<file path="src/hdl/tgq_pkg.sv">
// ---------------------------------------------------------------------------
// tgq_pkg: shared types and constants of the tap gesture qualifier
// Gesture codes, register indexes, reset values and the configuration bundle.
// ---------------------------------------------------------------------------
package tgq_pkg;

   localparam int DEF_TIME_BITS = 32;
   localparam int DEF_DIR_BITS  = 8;

   localparam int CSR_ADDR_BITS = 5;
   localparam int CSR_DATA_BITS = 32;

   localparam logic [7:0]  RATE_LIMIT_RESET  = 8'd5;
   localparam logic [15:0] DEBOUNCE_RESET    = 16'd200;
   localparam logic [15:0] WINDOW_RESET      = 16'd500;
   localparam logic [15:0] MIN_GAP_RESET     = 16'd50;
   localparam logic [7:0]  NEUTRAL_DIR_RESET = 8'd0;

   localparam logic [7:0] EVENT_COUNT_MAX = 8'd255;
   localparam logic [1:0] TAP_COUNT_MAX   = 2'd3;
   localparam logic [1:0] TAP_COUNT_ONE   = 2'd1;

   localparam logic REQ_EVENT = 1'b0;
   localparam logic REQ_TICK  = 1'b1;

   typedef enum logic [2:0] {
      GEST_NONE  = 3'd0,
      GEST_STAP  = 3'd1,
      GEST_DTAP  = 3'd2,
      GEST_SHAKE = 3'd3,
      GEST_SWIPE = 3'd4
   } gesture_type;

   typedef enum logic [2:0] {
      REG_RATE_LIMIT  = 3'd0,
      REG_DEBOUNCE_MS = 3'd1,
      REG_WINDOW_MS   = 3'd2,
      REG_MIN_GAP_MS  = 3'd3,
      REG_NEUTRAL_DIR = 3'd4
   } reg_index_type;

   typedef struct packed {
      logic [7:0]  rate_limit;
      logic [15:0] debounce_ms;
      logic [15:0] window_ms;
      logic [15:0] min_gap_ms;
      logic [7:0]  neutral_dir;
   } cfg_type;

endpackage

</file>
<file path="src/hdl/tap_gesture_qualifier_unit.sv">
// ---------------------------------------------------------------------------
// tap_gesture_qualifier_unit: tap, double tap, shake and swipe qualifier
// Input register, single-pass decision logic and result register.
// ---------------------------------------------------------------------------
// The unit takes one word per clock cycle while req_stall is low: a gesture
// event or a periodic tick, each stamped with a wrapping millisecond time.
// Events go through a rate limiter (drained by ticks) and a debounce after the
// last recognized action; two taps more than the min gap apart and within the
// window become a double tap, a lone tap is reported as a single tap on the
// first tick after the window, and shake, swipe and double tap events pass
// straight through. Each word is captured in an input register, decided by
// compare/subtract logic and, when it yields an action, lands in the result
// register, where rsp_valid rises; a result waiting under rsp_stall can hold
// the word in the input register. The sustained rate is one word per cycle,
// set by the single decision stage between the two registers; the input stalls
// only while a result waits under rsp_stall. A word that yields no action still
// updates the state and leaves no result. Program the registers over the APB
// port only while no word is in flight.
// ---------------------------------------------------------------------------
module tap_gesture_qualifier_unit #(
   parameter int TIME_BITS = tgq_pkg::DEF_TIME_BITS,
   parameter int DIR_BITS  = tgq_pkg::DEF_DIR_BITS
) (
   input  logic                               clock,
   input  logic                               reset,
   // request channel
   input  logic                               req_valid,
   output logic                               req_stall,
   input  logic                               req_type,
   input  logic [TIME_BITS-1:0]               req_now_ms,
   input  logic [2:0]                         req_gesture,
   input  logic [DIR_BITS-1:0]                req_dir_mask,
   // response channel
   output logic                               rsp_valid,
   input  logic                               rsp_stall,
   output logic [2:0]                         rsp_action,
   output logic [DIR_BITS-1:0]                rsp_action_dir,
   output logic [TIME_BITS-1:0]               rsp_action_time,
   // configuration port
   input  logic                               psel,
   input  logic                               penable,
   input  logic                               pwrite,
   input  logic [tgq_pkg::CSR_ADDR_BITS-1:0]  paddr,
   input  logic [tgq_pkg::CSR_DATA_BITS-1:0]  pwdata,
   output logic [tgq_pkg::CSR_DATA_BITS-1:0]  prdata,
   output logic                               pready
);

   tgq_pkg::cfg_type cfg;

   // input register
   logic                 in_valid_ff, in_valid_in;
   logic                 in_type_ff;
   logic [TIME_BITS-1:0] in_now_ff;
   logic [2:0]           in_gesture_ff;
   logic [DIR_BITS-1:0]  in_dir_ff;

   // result register
   logic                 out_valid_ff, out_valid_in;
   logic [2:0]           out_action_ff;
   logic [DIR_BITS-1:0]  out_dir_ff;
   logic [TIME_BITS-1:0] out_time_ff;

   logic                 accept;
   logic                 advance;
   logic                 eng_hit;
   logic [2:0]           eng_action;
   logic [DIR_BITS-1:0]  eng_dir;

   tgq_csr u_csr (
      .clock   (clock),
      .reset   (reset),
      .psel    (psel),
      .penable (penable),
      .pwrite  (pwrite),
      .paddr   (paddr),
      .pwdata  (pwdata),
      .prdata  (prdata),
      .pready  (pready),
      .cfg     (cfg)
   );

   tgq_engine #(
      .TIME_BITS (TIME_BITS),
      .DIR_BITS  (DIR_BITS)
   ) u_engine (
      .clock      (clock),
      .reset      (reset),
      .step       (advance),
      .cfg        (cfg),
      .in_type    (in_type_ff),
      .in_now     (in_now_ff),
      .in_gesture (in_gesture_ff),
      .in_dir     (in_dir_ff),
      .out_hit    (eng_hit),
      .out_action (eng_action),
      .out_dir    (eng_dir)
   );

   // Advance the held word when the result register is free or being drained;
   // a word that yields no action advances under the same rule, which keeps
   // results in order.
   assign advance   = in_valid_ff && (!out_valid_ff || !rsp_stall);
   assign req_stall = in_valid_ff && !advance;
   assign accept    = req_valid && !req_stall;

   always_comb begin
      in_valid_in = in_valid_ff;
      if (accept) begin
         in_valid_in = 1'b1;
      end else if (advance) begin
         in_valid_in = 1'b0;
      end
   end

   always_comb begin
      if (advance) begin
         out_valid_in = eng_hit;
      end else begin
         // hold a stalled result, drop one that was taken
         out_valid_in = out_valid_ff && rsp_stall;
      end
   end

   always_ff @(posedge clock) begin
      if (reset) begin
         in_valid_ff  <= 1'b0;
         out_valid_ff <= 1'b0;
      end else begin
         in_valid_ff  <= in_valid_in;
         out_valid_ff <= out_valid_in;
      end
   end

   // capture payload of an accepted word
   always_ff @(posedge clock) begin
      if (accept) begin
         in_type_ff    <= req_type;
         in_now_ff     <= req_now_ms;
         in_gesture_ff <= req_gesture;
         in_dir_ff     <= req_dir_mask;
      end
   end

   // load the result register only when a recognized action leaves the engine
   always_ff @(posedge clock) begin
      if (advance && eng_hit) begin
         out_action_ff <= eng_action;
         out_dir_ff    <= eng_dir;
         out_time_ff   <= in_now_ff;
      end
   end

   assign rsp_valid       = out_valid_ff;
   assign rsp_action      = out_action_ff;
   assign rsp_action_dir  = out_dir_ff;
   assign rsp_action_time = out_time_ff;

   // stall is raised only against a word already held
   a_stall_needs_word: assert property (@(posedge clock) disable iff (reset)
      req_stall |-> in_valid_ff)
      else $error("request stall without a held word");

   // an action leaving the engine shows up as a valid result next cycle
   a_hit_lands: assert property (@(posedge clock) disable iff (reset)
      advance && eng_hit |=> rsp_valid)
      else $error("recognized action lost before the result register");

   // a tick only ever yields a single tap
   a_tick_single: assert property (@(posedge clock) disable iff (reset)
      advance && eng_hit && (in_type_ff == tgq_pkg::REQ_TICK)
         |-> eng_action == tgq_pkg::GEST_STAP)
      else $error("tick produced an action other than a single tap");

   // every result carries a real action code
   a_action_code: assert property (@(posedge clock) disable iff (reset)
      rsp_valid |-> (rsp_action == tgq_pkg::GEST_STAP) || (rsp_action == tgq_pkg::GEST_DTAP)
         || (rsp_action == tgq_pkg::GEST_SHAKE) || (rsp_action == tgq_pkg::GEST_SWIPE))
      else $error("result with an invalid action code");

endmodule

</file>
<file path="src/hdl/tgq_csr.sv">
// ---------------------------------------------------------------------------
// tgq_csr: configuration registers
// APB-style register file holding the five qualifier settings.
// ---------------------------------------------------------------------------
module tgq_csr (
   input  logic                                clock,
   input  logic                                reset,
   input  logic                                psel,
   input  logic                                penable,
   input  logic                                pwrite,
   input  logic [tgq_pkg::CSR_ADDR_BITS-1:0]   paddr,
   input  logic [tgq_pkg::CSR_DATA_BITS-1:0]   pwdata,
   output logic [tgq_pkg::CSR_DATA_BITS-1:0]   prdata,
   output logic                                pready,
   output tgq_pkg::cfg_type                    cfg
);

   tgq_pkg::cfg_type       cfg_ff;
   tgq_pkg::cfg_type       cfg_in;
   tgq_pkg::reg_index_type reg_idx;
   logic                   wr_en;

   assign reg_idx = tgq_pkg::reg_index_type'(paddr[tgq_pkg::CSR_ADDR_BITS-1:2]);
   assign wr_en   = psel && penable && pwrite;
   assign pready  = 1'b1;
   assign cfg     = cfg_ff;

   always_comb begin
      cfg_in = cfg_ff;
      if (wr_en) begin
         unique case (reg_idx)
            tgq_pkg::REG_RATE_LIMIT:  cfg_in.rate_limit  = pwdata[7:0];
            tgq_pkg::REG_DEBOUNCE_MS: cfg_in.debounce_ms = pwdata[15:0];
            tgq_pkg::REG_WINDOW_MS:   cfg_in.window_ms   = pwdata[15:0];
            tgq_pkg::REG_MIN_GAP_MS:  cfg_in.min_gap_ms  = pwdata[15:0];
            tgq_pkg::REG_NEUTRAL_DIR: cfg_in.neutral_dir = pwdata[7:0];
            default: ;
         endcase
      end
   end

   always_comb begin
      unique case (reg_idx)
         tgq_pkg::REG_RATE_LIMIT:  prdata = 32'(cfg_ff.rate_limit);
         tgq_pkg::REG_DEBOUNCE_MS: prdata = 32'(cfg_ff.debounce_ms);
         tgq_pkg::REG_WINDOW_MS:   prdata = 32'(cfg_ff.window_ms);
         tgq_pkg::REG_MIN_GAP_MS:  prdata = 32'(cfg_ff.min_gap_ms);
         tgq_pkg::REG_NEUTRAL_DIR: prdata = 32'(cfg_ff.neutral_dir);
         default:                  prdata = '0;
      endcase
   end

   always_ff @(posedge clock) begin
      if (reset) begin
         cfg_ff.rate_limit  <= tgq_pkg::RATE_LIMIT_RESET;
         cfg_ff.debounce_ms <= tgq_pkg::DEBOUNCE_RESET;
         cfg_ff.window_ms   <= tgq_pkg::WINDOW_RESET;
         cfg_ff.min_gap_ms  <= tgq_pkg::MIN_GAP_RESET;
         cfg_ff.neutral_dir <= tgq_pkg::NEUTRAL_DIR_RESET;
      end else begin
         cfg_ff <= cfg_in;
      end
   end

endmodule

</file>
<file path="src/hdl/tgq_engine.sv">
// ---------------------------------------------------------------------------
// tgq_engine: qualifier state and decision logic
// Holds the rate counter, debounce stamp and pending tap; decides one word.
// ---------------------------------------------------------------------------
module tgq_engine #(
   parameter int TIME_BITS = tgq_pkg::DEF_TIME_BITS,
   parameter int DIR_BITS  = tgq_pkg::DEF_DIR_BITS
) (
   input  logic                  clock,
   input  logic                  reset,
   input  logic                  step,
   input  tgq_pkg::cfg_type      cfg,
   input  logic                  in_type,
   input  logic [TIME_BITS-1:0]  in_now,
   input  logic [2:0]            in_gesture,
   input  logic [DIR_BITS-1:0]   in_dir,
   output logic                  out_hit,
   output logic [2:0]            out_action,
   output logic [DIR_BITS-1:0]   out_dir
);

   logic [7:0]           event_count_ff, event_count_in;
   logic [TIME_BITS-1:0] last_action_time_ff, last_action_time_in;
   logic [1:0]           tap_count_ff, tap_count_in;
   logic [TIME_BITS-1:0] tap_time_ff, tap_time_in;
   logic [DIR_BITS-1:0]  tap_dir_ff, tap_dir_in;

   logic [TIME_BITS-1:0] dt_tap, dt_action;
   logic [TIME_BITS-1:0] window_w, debounce_w, min_gap_w;
   logic [DIR_BITS-1:0]  neutral_w;
   logic [7:0]           cnt_inc, cnt_dec;
   logic                 tap_pending, tap_single, window_over;
   logic                 event_pass, dtap_ok;

   assign window_w   = TIME_BITS'(cfg.window_ms);
   assign debounce_w = TIME_BITS'(cfg.debounce_ms);
   assign min_gap_w  = TIME_BITS'(cfg.min_gap_ms);
   assign neutral_w  = DIR_BITS'(cfg.neutral_dir);

   // elapsed times wrap with the clock width
   assign dt_tap    = in_now - tap_time_ff;
   assign dt_action = in_now - last_action_time_ff;

   assign cnt_inc = (event_count_ff != tgq_pkg::EVENT_COUNT_MAX) ? event_count_ff + 8'd1
                                                                 : event_count_ff;
   assign cnt_dec = (event_count_ff != 8'd0) ? event_count_ff - 8'd1 : event_count_ff;

   assign tap_pending = (tap_time_ff != '0);
   assign tap_single  = tap_pending && (tap_count_ff == tgq_pkg::TAP_COUNT_ONE);
   assign window_over = (dt_tap > window_w);
   assign event_pass  = (cnt_inc <= cfg.rate_limit) && (dt_action >= debounce_w);
   assign dtap_ok     = tap_single && (dt_tap > min_gap_w) && (dt_tap < window_w);

   always_comb begin
      event_count_in      = event_count_ff;
      last_action_time_in = last_action_time_ff;
      tap_count_in        = tap_count_ff;
      tap_time_in         = tap_time_ff;
      tap_dir_in          = tap_dir_ff;
      out_hit             = 1'b0;
      out_action          = tgq_pkg::GEST_NONE;
      out_dir             = in_dir;
      if (in_type == tgq_pkg::REQ_TICK) begin
         event_count_in = cnt_dec;
         if (tap_single && window_over) begin
            // lone tap timed out: report it as a single tap
            out_hit             = 1'b1;
            out_action          = tgq_pkg::GEST_STAP;
            out_dir             = tap_dir_ff;
            last_action_time_in = in_now;
            tap_count_in        = 2'd0;
            tap_time_in         = '0;
            tap_dir_in          = neutral_w;
         end else if ((tap_pending || (tap_count_ff != 2'd0)) && window_over) begin
            tap_count_in = 2'd0;
            tap_time_in  = '0;
            tap_dir_in   = neutral_w;
         end
      end else begin
         event_count_in = cnt_inc;
         if (event_pass) begin
            unique case (in_gesture)
               tgq_pkg::GEST_STAP: begin
                  if (dtap_ok) begin
                     out_hit             = 1'b1;
                     out_action          = tgq_pkg::GEST_DTAP;
                     out_dir             = in_dir & tap_dir_ff;
                     last_action_time_in = in_now;
                     tap_count_in        = 2'd0;
                     tap_time_in         = '0;
                     tap_dir_in          = neutral_w;
                  end else begin
                     if (tap_count_ff != tgq_pkg::TAP_COUNT_MAX) begin
                        tap_count_in = tap_count_ff + 2'd1;
                     end
                     tap_time_in = in_now;
                     tap_dir_in  = in_dir;
                  end
               end
               tgq_pkg::GEST_DTAP, tgq_pkg::GEST_SHAKE, tgq_pkg::GEST_SWIPE: begin
                  out_hit             = 1'b1;
                  out_action          = in_gesture;
                  last_action_time_in = in_now;
               end
               default: ;
            endcase
         end
      end
   end

   always_ff @(posedge clock) begin
      if (reset) begin
         event_count_ff      <= '0;
         last_action_time_ff <= '0;
         tap_count_ff        <= '0;
         tap_time_ff         <= '0;
         tap_dir_ff          <= DIR_BITS'(tgq_pkg::NEUTRAL_DIR_RESET);
      end else if (step) begin
         event_count_ff      <= event_count_in;
         last_action_time_ff <= last_action_time_in;
         tap_count_ff        <= tap_count_in;
         tap_time_ff         <= tap_time_in;
         tap_dir_ff          <= tap_dir_in;
      end
   end

endmodule

</file>
<file path="config.mk">
export PLATFORM = sky130hd
export DESIGN_NAME = tap_gesture_qualifier_unit
export DESIGN_NICKNAME = d
export VERILOG_FILES = /design/src/hdl/tgq_pkg.sv /design/src/hdl/tap_gesture_qualifier_unit.sv /design/src/hdl/tgq_csr.sv /design/src/hdl/tgq_engine.sv
export SDC_FILE = /design/constraint.sdc
export NUM_CORES = 1
export LEC_CHECK = 0
export BUFFER_PORTS_ARGS = -buffer_cell sky130_fd_sc_hd__buf_4
export CAP_MARGIN = 15
export CORE_MARGIN = 5
export CORE_UTILIZATION = 47
export DETAILED_ROUTE_END_ITERATION = 10
export MAX_ROUTING_LAYER = met4
export PLACE_DENSITY_LB_ADDON = 0.1
export SETUP_SLACK_MARGIN = 0.05
export SKIP_CTS_REPAIR_TIMING = 1
export SLEW_MARGIN = 5
export SYNTH_ARGS = -nofsm -noshare
export SYNTH_HDL_FRONTEND = slang
export SYNTH_SLANG_ARGS = --single-unit
</file>
<file path="constraint.sdc">
create_clock -name clock -period 7.1 [get_ports clock]
set_input_delay 0.355 -clock clock [delete_from_list [all_inputs] [get_ports clock]]
set_output_delay 0.355 -clock clock [all_outputs]
set_load 0.01 [all_outputs]
</file>
[Yosys cells after proc, flatten, opt, wreduce, memory -nomap -nowiden]
Index checks and enable logic that the tools add are counted.
Cells by class
  add/subtract/negate cells: 5
  multipliers: 0
  divide/modulo/power cells: 0
  $lt $le $gt $ge: 5
  equal/unequal tests: 15
  shifts and indexed selects: 0
  muxes and demuxes: 46
  bitwise logic cells: 1
  reductions and logical operators: 38
Operators by type and width (number)
  $mux 32: 10
  $mux 8: 14
  $pmux 16 s5: 1
  $gt 32x16->1: 2
  $pmux 32 s2: 1
  $sub 32x32->32: 2
  $ge 32x16->1: 1
  $lt 32x16->1: 1
  $reduce_bool 32->1: 1
  $mux 2: 8
  $logic_and 1x1->1: 13
  $eq 3x2->1 const B: 4
  $reduce_and 2->1: 6
  $reduce_and 5->1: 2
  $add 8x1->8 const B: 1
  $and 8x8->8: 1
  $le 8x8->1: 1
  $mux 1: 8
  $ne 8x8->1 const B: 1
  $reduce_bool 2->1: 4
  $reduce_bool 8->1: 1
  $sub 8x1->8 const B: 1
  $eq 3x1->1 const B: 2
  $eq 3x3->1 const B: 2
  other kinds (15): 22
Storage, ports and cells
  register bits: 235
  bits in latches: 0
  bits in writable memories: 0
  memory bits (read-only): 0
  bits of input ports: 88
  output and inout port bits: 78
  word-level logic and storage cells: 129
  memories kept: 0

[Depth between registers and ports, before layout]
Gate-level depths: netlist of run 1.
  depth in word-level cells: 9
  gate-level depth with buffers: 26
  gate-level depth less buffers: 24

[Hierarchy]
Synthesis of run 1 repeated with hierarchy kept, for this count alone.
Unflattened totals
  cell total of the unflattened synthesis: 1765
  area total of the unflattened synthesis: 15590.0 um2
By module, submodules not included
  tgq_engine: times used 1, cells each 1331, area an instance 9621.7 um2, seq. area each 1641.6 um2
  tgq_csr: times used 1, cells each 335, area an instance 3261.9 um2, seq. area each 1281.2 um2
  tap_gesture_qualifier_unit: times used 1, cells each 99, area an instance 2706.3 um2, seq. area each 2652.5 um2

[Least setup slack after synthesis of run 1]
No wires, ideal clock.
  path kind: reg2reg
  start: reg in_now_ff[4]
  end: reg out_action_ff[0] (netlist: rsp_action[0]), enable pin
  setup time: 397 ps
  data arrival time: 5244 ps
  data required time: 6703 ps
  path slack: 1459 ps
  cell stages (with the launch flop): 21
  buffers on the path: 1
  period minus slack after synthesis: 5641 ps
  path through: edfxtp_1 -> ha_1 -> nand2_1 -> a211o_1 -> and3_1 -> o31ai_1 -> xor2_1 -> ha_1 -> a21o_1 -> a21o_1 -> a21oi_1 -> nor2b_1 -> o21ai_0 -> a21oi_1 -> a211oi_1 -> nor4b_1 -> nand4b_1 -> a21boi_4 -> o21ai_4 -> buf_12 -> inv_1
On the way
  longest elaborated chain between the ends: 9
  elaborated cells on any way between the ends: 16
  classes of those cells: 2 x add/sub; 4 x order compare; 5 x mux; 5 x reduce/logical
RTL lines
  from (decl): line tap_gesture_qualifier_unit.sv:54  | logic [TIME_BITS-1:0] in_now_ff;
  from (signal assigned): line tap_gesture_qualifier_unit.sv:139  | in_now_ff <= req_now_ms;
  $sub 32x32->32: line tgq_engine.sv:41  | assign dt_tap = in_now - tap_time_ff;
  $gt 32x16->1: line tgq_engine.sv:52  | assign dtap_ok = tap_single && (dt_tap > min_gap_w) && (dt_tap < window_w);
  $logic_and 1x1->1 (2 in a row): line tgq_engine.sv:52
  $mux 1: line tgq_engine.sv:84  | if (dtap_ok) begin
  $pmux 1 s2: line tgq_engine.sv:82  | unique case (in_gesture)
  $mux 1: line tgq_engine.sv:81  | if (event_pass) begin
  $mux 1 (*): line tgq_engine.sv:63  | if (in_type == tgq_pkg::REQ_TICK) begin
  $logic_and 1x1->1 (*): line tap_gesture_qualifier_unit.sv:147  | if (advance && eng_hit) begin
  to (signal assigned): line tap_gesture_qualifier_unit.sv:148  | out_action_ff <= eng_action;
  to (decl): line tap_gesture_qualifier_unit.sv:60  | logic [2:0] out_action_ff;
Mark *: on every way between the ends. The rest lies on a longest branch, timed or not.
A chain may end at the register's enable or synchronous reset.

[Worst setup path after layout of run 1]
  start: reg in_now_ff[6]
  end: reg u_engine.tap_time_ff[24]
On the way
  longest elaborated chain between the ends: 8
  elaborated cells on any way between the ends: 19
  classes of those cells: 2 x add/sub; 4 x order compare; 1 x eq/ne; 5 x mux; 7 x reduce/logical
RTL lines
  $sub 32x32->32: line tgq_engine.sv:41
  $gt 32x16->1: line tgq_engine.sv:52
  $logic_and 1x1->1 (2 in a row): line tgq_engine.sv:52
  $mux 32: line tgq_engine.sv:84
  $mux 32: line tgq_engine.sv:82
  $mux 32: line tgq_engine.sv:81
  $mux 32: line tgq_engine.sv:63
  to (signal assigned): line tgq_engine.sv:122  | tap_time_ff <= tap_time_in;
  to (decl): line tgq_engine.sv:25  | logic [TIME_BITS-1:0] tap_time_ff, tap_time_in;
Several ways; a longest one is shown, not always the timed one. The select of a mux whose other input is x is not followed.

==> flow_summary.yaml, run 1 <==
outcome:
  outcome: "finished, final reports clean"
finish:
  regArea_um2: 5580
  diodes: 0
  fin_area_um2: 17300
  syn_to_final_growth_pct: 16.5
  final_layout_size_suffix_gt1_share_pct: 10.9
  finalNetCount: 2091
  n_fill_cell: 2923
  multiInputGateArea_um2: 8330
  utilization_pct: 55.2
detailed_routing:
  post-route-drc-count: 0
  vias: 13200
  ant_nets: 0
  wl_mm: 44.0
  dr.pass1.iters: 5
  avgViaCountPerCell: 5.74
  wl_per_cell_um: 19.1
  initialDrtViolationCount: 951
pwr:
  clkPwrFrac_pct: 38.6
  power.density_nw_per_um2: 207
  internal_power_mw: 2.57
  p_sw_share_pct: 28.6
  power.leakage_nw: 6.82
  ir_worst_vdd_uv: 173
  power_switching_mw: 1.03
  p_comb_share_pct: 20.1
  power_frac_seq_pct: 41.3
die:
  die_y_um: 188
  die_w_um: 188
  start_util_pct: 47.4
  core_area_um2: 31400
  dieArea_um2: 35300
  row_count: 65
  pin_count: 166
global_route:
  grt_pass1_vias: 12400
  antenna_found_initial: 0
  overflow: 0
  grt_use_met3_pct: 3.70
  busiest_layer: "met1"
  gr-usage-met1_pct: 36.1
  grt_pass1_wl_mm: 68.2
  grt_usage_pct: 24.4
  grt_max_degree: 88
  met2_usage_pct: 35.4
yosys:
  yosys-top-cells-area: "dfxtp_1, edfxtp_1, ha_1"
  synth_top_area_share_pct: 19.9
  synth_cells: 1746
  yosysUniqueCellTypes: 78
  synth_ff_type: "dfxtp_1"
  yosys_register_bits: 235
  mappedNetlistArea_um2: 14900
  async_flop_share_pct: 0
  syn_area_per_cell_um2: 8.52
  seq_area_frac_synth_pct: 37.5
  ys_warn_count: 0
  yosysTopAreaCell: "dfxtp_1"
  synth-edff-count: 87
sta:
  max_freq_ghz: 0.162
  whs_ns: 0.0139
  max-slew-margin-rel_pct: 32.3
  fin_crit_ns: 6.19
  worst_slew_pin_slew_ns: 1.02
  setup_viol: 0
  post-route-period-util_pct: 87.1
  maxSlewViolCount: 0
  clock_skew_ns: 0.0265
  fin_setup_tns_ns: 0
  rsz0062_at_grt: "no"
  timing.final.hold_violations: 0
clocking:
  clock-sinks: 235
  htreeDepth: 1
  root_buffer: "clkbuf_16"
  cts-buffers-inserted: 27
  clk_latency_ns: 0.54
  clk_pin_slew_worst_paths_ns: 0.06
  cts_max_path_buffers: 3
  cts_tree: "yes"
place:
  dp_hpwl_mm: 33.4
  gp_routability_congestion: 0.918
  place_area_um2: 16000
  numPortBuffers: 130
critical_path:
  slowest_delay_ns: 0.60
  crit_type: "register to register"
  cp.required_ns: 7.54
  cp_slowest_cell: "o21ai_4"
  cpMostUsedCell: "or4_1"
  crit_path_cell_trace: "ha_1 -> o21a_1 -> o211ai_1 -> o21bai_1 -> o21ai_0 -> a21oi_1 -> xnor2_1 -> ha_1 -> a21oi_1 -> o211ai_1 -> or4_1 -> or4_1 -> or4_1 -> nor4_1 -> and4_1 -> a211oi_1 -> o21ai_4 -> buf_4 -> nand3_1 -> o31ai_1"
  crit_fanout: 24
  critPathLaunchType: "register"
  worstPathArrival_ns: 6.62
  crit_path_end_kind: "register"
run:
  maxCapViolations: 0
worst_hold_path:
  hold_path.class: "input port to register"
==> cell families (layout without fill, tap and decap cells) <==
logic type	after synthesis	after routing	share of synthesized area [%]
simple gates	577	577	17.7
compound gates	440	440	19.0
buf+inv	241	377	7.10
flops	235	235	37.5
fa+ha+maj	126	126	10.7
mux	78	78	5.25
xor+xnor	47	47	2.77
other cells	2	17	0.0505
==> routing by layer <==
layer  wire length (um)  share of wire (%)
met5                  0                  0
met4               1110                2.5
met3               3090                7.0
met2              18700                 42
met1              21100                 48
==> cell type report <==
cell class,count,area share [%]
clock buffers,39,4.33
clock inverters,10,0.765
inverters,144,3.13
multi-input cells,1285,48.1
flip-flops and latches,235,32.2
well taps,402,2.90
repair buffers,184,8.62
==> Yosys cell counts (30+ instances only) <==
master	instances
clkbuf_1	56
a21oi_1	153
nand2_1	255
nor3_1	36
o21ai_0	77
inv_1	143
o31ai_1	38
nand4_1	30
edfxtp_1	87
nand3_1	52
mux2i_1	78
dfxtp_1	148
nor2_1	110
ha_1	124
==> final timing paths <==
path | start | cells past startpoint | slack [ns] | endpoint
worst min-delay path | req_now_ms[21] | 1 | 0.01 | in_now_ff[21]$_DFFE_PP_
worst max register to register | in_now_ff[6]$_DFFE_PP_ | 20 | 0.91 | u_engine.tap_time_ff[24]$_SDFFE_PP0P_
worst max-delay path | in_now_ff[6]$_DFFE_PP_ | 20 | 0.91 | u_engine.tap_time_ff[24]$_SDFFE_PP0P_
worst min register to register | u_engine.last_action_time_ff[11]$_SDFFE_PP0P_ | 2 | 0.46 | u_engine.last_action_time_ff[11]$_SDFFE_PP0P_
==> critical path, delay by kind of cell (launching register included) <==
kind	cells	cell delay [ns]
AO/OA/AOI/OAI	10	2.22
XOR/XNOR	1	0.21
adder cells (fa/ha/maj)	2	0.74
buffers and inverters	1	0.35
flip-flops	1	0.49
AND/OR/NAND/NOR	6	2.08
==> through the flow <==
step | total power [mW] | cells | worst slack, ns
after global routing | 3.76 | 2299 | 0.623
after CTS | 3.59 | 2259 | 0.979
after floorplan | 1.99 | 1761 | 1.46
after detailed placement | 2.21 | 2210 | 0.975
after global placement | 2.20 | 2210 | 0.979
final | 3.59 | 2299 | 0.915
==> placed cells by master, fill, tap and decap left out, types with 7 or more instances in the layout <==
cell type / synthesis / routed
nand3_1: 52 / 52
nor3_1: 36 / 34
xnor2_1: 27 / 27
a21o_1: 11 / 11
o21bai_1: 10 / 10
o21a_1: 13 / 13
buf_4: 19 / 143
o22ai_1: 13 / 13
nand4_1: 30 / 30
nor2b_1: 14 / 13
inv_1: 143 / 142
xor2_1: 20 / 20
clkbuf_1: 56 / 9
nand2_1: 255 / 255
o211ai_1: 28 / 28
edfxtp_1: 87 / 87
o21ai_0: 77 / 77
a21oi_1: 153 / 153
clkbuf_16: 0 / 27
ha_1: 124 / 124
mux2i_1: 78 / 78
a31o_1: 8 / 8
o22a_1: 9 / 9
dfxtp_1: 148 / 148
or3_1: 11 / 11
or4_1: 7 / 7
a211oi_1: 15 / 15
and4_1: 9 / 9
dlygate4sd3_1: 0 / 40
conb_1: 2 / 17
and3_1: 7 / 7
nor4_1: 17 / 16
nor2_1: 110 / 110
o31ai_1: 38 / 38
a31oi_1: 10 / 10
nand2b_1: 12 / 12
a22oi_1: 11 / 11
==> sequential cells by signal, summed over array words and instances (netlist names) <==
register and count:
u_engine.tap_count_ff 2, u_engine.tap_time_ff 32, u_engine.tap_dir_ff 8, in_valid_ff 1
rsp_action 3, in_type_ff 1, rsp_valid 1, in_dir_ff 8
rsp_action_time 32, rsp_action_dir 8, u_csr.cfg 64, in_gesture_ff 3
in_now_ff 32, u_engine.event_count_ff 8, u_engine.last_action_time_ff 32
==> power by group through the flow <==
stage | Clock, mW | Combinational [mW] | Sequential (mW)
final | 1.39 | 0.721 | 1.49
after floorplan | 0 | 0.495 | 1.49
after detailed placement | 0 | 0.693 | 1.51
after global placement | 0 | 0.684 | 1.51
after CTS | 1.41 | 0.697 | 1.49
after global routing | 1.48 | 0.796 | 1.49
(Power assumes the default switching activity.)
==> run 2, diff against run 1 <==
CTS_CLUSTER_SIZE = 25   (was default)
clock period = 6.1 ns   (was 7.1 ns; I/O delays follow)
==> run 2 against run 1 <==
Net effect: sequential power is 16% higher; first-iteration DRC count is 3.2% lower; clock skew is 0.0048 ns lower; combinational power is 19% higher; critical path depth stayed put; wire length is 1.5% higher; register-to-register slack worse by 0.54 ns; via count is 0.88% higher; worst hold slack worse by 0.012 ns; total power is 22% higher; clock-buffer cell count is 6 lower; flip-flop and latch count stayed put.
==> flow_summary.yaml, run 2 (synthesized netlist as in run 1, its figures left out) <==
outcome:
  outcome: "finished, final reports clean"
critical_path:
  crit_family: "simple AND/OR/NAND/NOR gates"
  r2r-start: "in_now_ff[4]$_DFFE_PP_"
  startpoint: "in_now_ff[4]$_DFFE_PP_"
  crit_fanout: 31
  critPathBufInv: 2
  critPathCapture: "rsp_action_time[29]$_DFFE_PP_"
  ff2ff_path_depth: 20
  critPathLaunchType: "register"
  rr_endpoint: "rsp_action_time[29]$_DFFE_PP_"
  crit_path_end_kind: "register"
  cp.depth: 20
  worstPathArrival_ns: 6.01
  cp_slowest_cell: "or4_1"
  cp.required_ns: 6.39
  crit_path_cell_trace: "ha_1 -> o211ai_1 -> a21oi_1 -> o21bai_1 -> o21ai_0 -> a21oi_1 -> xnor2_1 -> ha_1 -> a21oi_1 -> o211ai_1 -> or4_1 -> or4_1 -> or4_1 -> nor4_1 -> and4_1 -> a21oi_2 -> a21boi_4 -> o21ai_4 -> inv_2 -> buf_12"
  reg2reg_slack_ns: 0.37
  crit_type: "register to register"
  slowest_delay_ns: 0.50
sta:
  fin_crit_ns: 5.73
  setup_viol: 0
  post-route-period-util_pct: 93.9
  clock_skew_ns: 0.0217
  fin_setup_tns_ns: 0
  whs_ns: 0.00203
  max_freq_ghz: 0.175
  maxSlewViolCount: 0
  setup_ws_ns: 0.373
  timing.final.hold_violations: 0
  rsz0062_at_grt: "yes"
  worst_slew_pin_slew_ns: 1.04
  max-slew-margin-rel_pct: 30.4
finish:
  syn_to_final_growth_pct: 18.8
  largest_register_ffs: 64
  fin_area_um2: 17700
  layout_common_cells: "nand2_1, buf_4, a21oi_1, dfxtp_1, inv_1"
  final_common_cell: "nand2_1"
  diodes: 0
  finalNetCount: 2113
  final_layout_size_suffix_gt1_share_pct: 12.0
  n_fill_cell: 2876
die:
  pin_count: 166
  start_util_pct: 47.4
  core_area_um2: 31400
  die_w_um: 188
  dieArea_um2: 35300
  row_count: 65
  die_y_um: 188
pwr:
  p_sw_share_pct: 28.4
  power_switching_mw: 1.25
  ir_worst_vdd_uv: 186
  p_comb_share_pct: 19.6
  internal_power_mw: 3.15
  clkPwrFrac_pct: 41.1
  power.leakage_nw: 7.01
  power_frac_seq_pct: 39.3
  power.density_nw_per_um2: 249
global_route:
  grt_max_degree: 72
  grt_usage_pct: 24.6
  met2_usage_pct: 35.3
  busiest_layer: "met1"
  grt_pass1_vias: 12400
  overflow: 0
  gr-usage-met1_pct: 37.1
  grt_use_met3_pct: 2.85
  antenna_found_initial: 0
  grt_pass1_wl_mm: 68.7
detailed_routing:
  wl_per_cell_um: 19.2
  initialDrtViolationCount: 921
  post-route-drc-count: 0
  vias: 13300
  ant_nets: 0
  dr.pass1.iters: 5
  wl_mm: 44.7
  avgViaCountPerCell: 5.74
place:
  dp_hpwl_mm: 33.9
  gp_routability_congestion: 0.936
  numPortBuffers: 130
  place_ws_ns: 0.190
  place_area_um2: 16200
clocking:
  clk_latency_ns: 0.56
  htreeDepth: 1
  clock-sinks: 235
  cts-buffers-inserted: 27
  root_buffer: "clkbuf_16"
  cts_tree: "yes"
  clk_pin_slew_worst_paths_ns: 0.06
  cts_max_path_buffers: 3
run:
  maxCapViolations: 0
worst_hold_path:
  hold_path.class: "input port to register"
-- run 2: changes by cell type in the layout (fill, tap and decap cells not counted), moves of 2 or more --
cell,delta
clkinvlp_4,-2
buf_12,+3
buf_4,+13
clkbuf_1,-4
dlygate4sd3_1,+5
clkbuf_8,-2
bufinv_16,+4
clkinv_2,+3
-- run 2: layout make-up --
cell class / instances / area (um2) / share of cell area (%)
Sequential cell: 235 / 5580 / 31.5
Clock inverter: 16 / 280 / 1.59
Tap cell: 402 / 503 / 2.85
Timing Repair Buffer: 206 / 1730 / 9.77
Inverter: 144 / 542 / 3.07
Clock buffer: 33 / 708 / 4.01
Multi-Input combinational cell: 1285 / 8340 / 47.2
-- run 2: power by group through the flow --
stage	Clock [mW]	Combinational, mW	Sequential (mW)
2_1_floorplan	0	0.576	1.74
6_report	1.81	0.859	1.73
4_1_cts	1.84	0.824	1.73
5_1_grt	1.91	0.948	1.73
3_3_place_gp	0	0.811	1.76
3_5_place_dp	0	0.818	1.76
-- run 2: stage by stage --
| step | util [%] | cells | total power [mW] |
|---|---|---|---|
| floorplan | - | 1761 | 2.32 |
| global route | 56.3 | 2321 | 4.59 |
| global placement | 51.6 | 2225 | 2.57 |
| CTS | 54.7 | 2274 | 4.39 |
| finish | 56.3 | 2321 | 4.39 |
| detailed placement | 51.6 | 2225 | 2.58 |
-- run 2: worst min-delay path by stage --
| stage | from | end | depth (start not counted) | slack, ns |
|---|---|---|---|---|
| after detailed placement | u_csr.cfg[54]$_SDFFE_PP0P_ | u_csr.cfg[54]$_SDFFE_PP0P_ | 2 | 0.45 |
| after CTS | req_dir_mask[0] | in_dir_ff[0]$_DFFE_PP_ | 1 | -0.11 |
| after floorplan | req_dir_mask[0] | in_dir_ff[0]$_DFFE_PP_ | 0 | 0.40 |
| after global routing | pwdata[9] | u_csr.cfg[49]$_SDFFE_PP0P_ | 3 | 0.005 |
| final | pwdata[8] | u_csr.cfg[32]$_SDFFE_PP1P_ | 3 | 0.002 |
| after global placement | u_csr.cfg[49]$_SDFFE_PP0P_ | u_csr.cfg[49]$_SDFFE_PP0P_ | 2 | 0.44 |
-- run 2: routing by layer --
metal	wire length [um]	vias up
met5	0	-
met4	920	0
met3	2700	56
met2	19100	388
met1	21900	6348
li1	-	6524
-- run 2: worst min-delay path, stage by stage --
cell and delay (ns):
buf_4 0.10, nand2_1 0.04, o211ai_1 0.08
